[src/sv/pfpe_pkg.sv]
package pfpe_pkg;

    localparam int WIDTH       = 128;
    localparam int HEIGHT      = 64;
    localparam int BYTE_W      = 8;
    localparam int PAGE_COUNT  = (HEIGHT + 7) / 8;
    localparam int STORE_BYTES = WIDTH * PAGE_COUNT;
    localparam int ADDR_W      = $clog2(STORE_BYTES);
    localparam int PAGE_W      = (PAGE_COUNT > 1) ? $clog2(PAGE_COUNT) : 1;
    localparam int ROW_W       = 9;
    localparam int PIX_W       = 13;

    typedef logic [BYTE_W-1:0] t_byte;
    typedef logic [ADDR_W-1:0] t_addr;
    typedef logic [ADDR_W:0]   t_saddr;
    typedef logic [PAGE_W-1:0] t_page;
    typedef logic [PAGE_W:0]   t_srcq;
    typedef logic [ROW_W-1:0]  t_row;
    typedef logic [PIX_W-1:0]  t_paddr;
    typedef logic [7:0]        t_col;

    typedef enum logic [2:0] {
        OP_SET    = 3'd0,
        OP_CLEAR  = 3'd1,
        OP_READ   = 3'd2,
        OP_CLS    = 3'd3,
        OP_SCROLL = 3'd4
    } t_opcode;

    typedef enum logic [2:0] {
        S_IDLE,
        S_PIX,
        S_CLR,
        S_SC_A,
        S_SC_B,
        S_SC_W
    } t_state;

    typedef struct packed {
        logic [2:0] opcode;
        logic [7:0] x_pos;
        logic [7:0] y_pos;
        logic [7:0] scroll_rows;
    } t_in_item;

    typedef struct packed {
        logic pixel_value;
        logic in_range;
    } t_out_item;

    typedef struct packed {
        logic [2:0] amount;
        t_row       row_base;
        t_row       limit;
        logic       lo_ok;
        logic       hi_ok;
    } t_shift_ctl;

endpackage

[src/sv/pfpe_shift.sv]
module pfpe_shift (
    input  pfpe_pkg::t_byte      i_lo,
    input  pfpe_pkg::t_byte      i_hi,
    input  pfpe_pkg::t_shift_ctl i_ctl,
    output pfpe_pkg::t_byte      o_byte
);

    pfpe_pkg::t_byte lo_v;
    pfpe_pkg::t_byte hi_v;
    logic [15:0]     word;

    // Rows at or beyond the scroll limit are blanked.
    always_comb begin
        lo_v = i_ctl.lo_ok ? i_lo : '0;
        hi_v = i_ctl.hi_ok ? i_hi : '0;
        word = {hi_v, lo_v} >> i_ctl.amount;
        for (int b = 0; b < pfpe_pkg::BYTE_W; b++) begin
            o_byte[b] = word[b]
                & ((i_ctl.row_base + pfpe_pkg::t_row'(b)) < i_ctl.limit);
        end
    end

endmodule

[config.mk]
export PLATFORM = sky130hd
export DESIGN_NAME = pfpe_shift
export DESIGN_NICKNAME = d
export VERILOG_FILES = /design/src/sv/pfpe_pkg.sv /design/src/sv/pfpe_shift.sv
export SDC_FILE = /design/constraint.sdc
export NUM_CORES = 1
export LEC_CHECK = 0
export BUFFER_PORTS_ARGS = -buffer_cell sky130_fd_sc_hd__buf_2
export CORE_MARGIN = 2
export CORE_UTILIZATION = 40
export DETAILED_ROUTE_END_ITERATION = 10
export MAX_ROUTING_LAYER = met4
export PLACE_DENSITY_LB_ADDON = 0.25
export SYNTH_ARGS = -nofsm -noshare
export SYNTH_HDL_FRONTEND = slang
export SYNTH_SLANG_ARGS = --single-unit
[constraint.sdc]
create_clock -name vclk -period 2.9
set_input_delay 0.58 -clock vclk [all_inputs]
set_output_delay 0.58 -clock vclk [all_outputs]
set_load 0.02 [all_outputs]
Word-level counts from Yosys, hierarchy flattened
Index checks and enable logic that the tools add are counted.
{"block": "word_totals", "mem_count": 0, "mem_bits_rw": 0, "romBits": 0, "in_bits": 39, "out_inout_bits": 8, "regBits": 0, "elab_cells": 26, "latchBits": 0}
{"block": "op_classes", "n_eq_ne": 0, "magnitude_cmp": 8, "n_addsub": 7, "reduce_logical": 0, "mux": 2, "multipliers": 0, "bitwise_logic": 8, "div": 0, "shift": 1}
{"op": "9-bit < comparator", "n": 8}
{"op": "9-bit by 3-bit adder with 9-bit output, second input constant", "n": 4}
{"op": "9-bit by 2-bit adder with 9-bit output, second input constant", "n": 2}
{"op": "8-bit 2-to-1 mux", "n": 2}
{"op": "16-bit by 3-bit >> shifter with 8-bit output", "n": 1}
{"op": "9-bit by 1-bit adder with 9-bit output, second input constant", "n": 1}
{"op": "1-bit bitwise AND", "n": 8}

Depth between registers and ports, before layout
{"block": "depth", "word_depth": 3, "ltp_mapped": 10}

Least setup slack after synthesis
No wires, ideal clock.
{"block": "synth_timing", "kind": "input to output", "startpoint": "input port i_ctl[13] (netlist bit)", "endpoint": "output port o_byte[7]", "stages": 8, "setup_slack_ns": -0.203, "t_required_ns": 2.320, "path_buffers": 0, "t_arrival_ns": 2.523, "cell_sequence": "inv_1 ha_1 a21boi_0 nor2_1 xor2_1 ha_1 and4_1 a2111oi_2"}
{"block": "synth_via", "elab_chain_len": 3}
{"item": "start, declared", "line_no": "pfpe_shift.sv:4", "source": "input pfpe_pkg::t_shift_ctl i_ctl,"}
{"item": "9-bit by 3-bit adder with 9-bit output", "line_no": "pfpe_shift.sv:19", "source": "& ((i_ctl.row_base + pfpe_pkg::t_row'(b)) < i_ctl.limit);"}
{"item": "9-bit < comparator", "line_no": "pfpe_shift.sv:19"}
{"item": "1-bit bitwise AND", "line_no": "pfpe_shift.sv:19"}
{"item": "end, declared", "line_no": "pfpe_shift.sv:5", "source": "output pfpe_pkg::t_byte o_byte"}
No other way between the ends.

Worst setup path in the final report
{"block": "layout_timing", "startpoint": "input port i_ctl[13] (netlist bit)", "endpoint": "output port o_byte[6]"}
The elaborated chain is that of the path after synthesis.

==> flow_metrics.py <==
metrics = {
    "detailed_routing": {
        "wl_per_cell_um": 15.8,
        "drc_errors": 0,
        "postRouteAntennaNets": 0,
        "viasPerCell": 5.50,
        "drtIter0Drc": 76,
        "routed-via-count": 2647,
        "drt_pass1_iterations": 4,
        "wirelength_mm": 7.60,
    },
    "power_and_ir_drop": {
        "p_int_w": 0.000315,
        "power_frac_comb_pct": 100.0,
        "p_seq_share_pct": 0,
        "power.switching_w": 0.000332,
        "sw_frac_of_total_pct": 51.3,
        "finalPower_w": 0.000647,
        "cellPowerDensity_nw_per_um2": 173,
        "p_clk_share_pct": 0,
        "p_leak_nw": 1.80,
        "ir_worst_vdd_mv": 0.0845,
    },
    "worst_setup_path": {
        "cp-start-kind": "primary input",
        "criticalPathCategory": "in2out",
        "endpoint_kind": "output port",
        "crit_arrival_ns": 2.47,
        "cp_max_fo": 6,
        "required_ns": 2.32,
    },
    "placement": {
        "dpl_cell_area_um2": 3280,
        "io_buffers": 46,
        "dp.cells": 476,
        "hpwl_mm": 5.86,
        "gp_congestion": 0.884,
    },
    "sta": {
        "finalCritPeriodShare_pct": 105,
        "finalHoldViolCount": 0,
        "rsz0062_at_grt": "true",
        "period_needed_ns": 3.05,
        "worst_pin_slew_ns": 0.376,
        "layout_setup_ws_ns": -0.151,
        "relSlewSlack_pct": 74.7,
        "finalSetupViolations": 5,
        "fmax_ghz": 0.328,
        "slew_violations": 0,
        "hold_slack_ns": 1.74,
    },
    "layout": {
        "fill_cells": 558,
        "multi_input_area_um2": 2760,
        "final_nets": 515,
        "design_area_um2": 3750,
        "nClkBuffers": 0,
        "finalNonFillerCells": 481,
        "syn_to_final_growth_pct": 47.3,
        "seq_cell_count": 0,
        "final_util_pct": 60.0,
        "seqCellArea_um2": 0,
        "drive_above_1_share_pct": 41.1,
        "diodes": 0,
    },
    "global_route": {
        "track_usage_pct": 21.3,
        "grt_pass1_wl_mm": 12.3,
        "grt_overflow": 0,
        "grt_max_degree": 13,
        "grt_pass1_vias": 2640,
        "antenna_found_initial": 0,
    },
    "job": {
        "cap_violations": 0,
    },
    "yosys": {
        "postSynthCellCount": 307,
        "ys_warn_count": 0,
        "synth_area_per_cell_um2": 8.28,
        "syn_nets": 416,
        "yosysUniqueCellTypes": 40,
        "syn_area_um2": 2540,
        "yosysSeqAreaShare_pct": 0,
    },
    "die": {
        "ios": 47,
        "die_area_um2": 7010,
        "num_rows": 29,
        "core_area_um2": 6240,
        "die_h_um": 83.7,
        "die_w_um": 83.7,
        "initial_utilization_pct": 40.7,
    },
    "min_path": {
        "worstHoldPathType": "in2out",
    },
    "outcome": {
        "run_status": "finished, violations left",
        "violations": "setup timing",
    },
    "cts": {
        "cts_hold_buf": 0,
    },
}
[area by class of cell]
cell class	count	share of cell area [%]
repair buffers	107	21.0
inverters	23	2.64
well taps	77	2.57
multi-input cells	274	73.8
[path summary, 6_finish.rpt]
path       from   endpoint  cells after the start  slack, ns
max   i_ctl[13]  o_byte[6]                     12      -0.15
min    i_ctl[1]  o_byte[1]                      4       1.74
[stage by stage]
stage                     TNS (ns)  worst slack (ns)
final                       -0.615            -0.151
after global placement       -2.15            -0.352
after CTS                   -0.589            -0.122
after detailed placement     -2.19            -0.398
after global routing         -1.34            -0.259
after floorplan            -0.0813           -0.0813
[worst max-delay path, stage by stage]
cell and delay, ns:
buf_12 0.12, inv_8 0.08, ha_4 0.16, a21oi_2 0.06, buf_4 0.14, buf_4 0.12, xnor2_1 0.16, ha_1 0.28
a21oi_2 0.15, o21ai_2 0.09, a2111oi_4 0.34, buf_4 0.19
[power by group through the flow]
stage          Combinational [W]  Sequential, W  Clock [W]
3_3_place_gp            0.000520              0          0
2_1_floorplan           0.000352              0          0
5_1_grt                 0.000716              0          0
4_1_cts                 0.000611              0          0
3_5_place_dp            0.000536              0          0
6_report                0.000647              0          0
[per-layer routing]
metal	track usage, %	share of wire (%)	wire [µm]	vias up
met5	-	0	0	-
met4	2.35	1.6	118	0
met3	0.297	2.8	210	10
met2	39.6	52	3950	55
met1	26.7	44	3330	1238
li1	-	-	-	1344
[cells in the mapped netlist, types with 3 or more instances]
| cell | count | area [µm²] |
|---|---|---|
| nand2_1 | 18 | 67.6 |
| inv_1 | 23 | 86.3 |
| a2111oi_2 | 4 | 60.1 |
| a31oi_1 | 8 | 50.1 |
| nor2_1 | 29 | 109 |
| o211ai_1 | 3 | 22.5 |
| nand4b_1 | 3 | 26.3 |
| ha_1 | 70 | 876 |
| xor2_1 | 26 | 228 |
| xnor2_1 | 17 | 149 |
| and3_1 | 4 | 25.0 |
| buf_2 | 7 | 35.0 |
| o21ai_0 | 14 | 70.1 |
| mux2i_1 | 7 | 70.1 |
| and4_1 | 5 | 43.8 |
| a21oi_1 | 18 | 90.1 |
| a21o_1 | 6 | 45.0 |
| mux4_1 | 7 | 184 |
| nand4_1 | 4 | 25.0 |
| nand3_1 | 3 | 15.0 |
| a211oi_1 | 6 | 45.0 |
[cell usage in the layout (no fill, tap or decap), types with 5 or more instances in the layout]
cell and instances:
buf_4 64, ha_1 57, buf_2 31, xor2_1 26, nor2_1 20, inv_1 18, nand2_1 18, xnor2_1 16
a21oi_1 11, ha_4 10, buf_6 9, mux2i_1 7, mux4_1 7, a21oi_2 6, a21o_1 6, o21ai_1 6
nor2_2 5, o21ai_0 5
[kinds of logic after synthesis]
logic type / after synthesis / share of synthesized area [%]
AOI/OAI and AO/OA: 74 / 20.5
xor gates and xnor gates: 43 / 14.8
adders and majority gates: 70 / 34.4
buffers and inverters: 33 / 6.15
muxes: 14 / 9.99
and+or+nand+nor: 73 / 14.1
[timing repair]
item                                    in CTS  in global routing
buffers inserted                             4                  3
pin swaps                                   38                 18
resized for setup                           86                 28
endpoints found under the setup margin       8                  8
No activity file was read; power rests on OpenSTA's default activity.
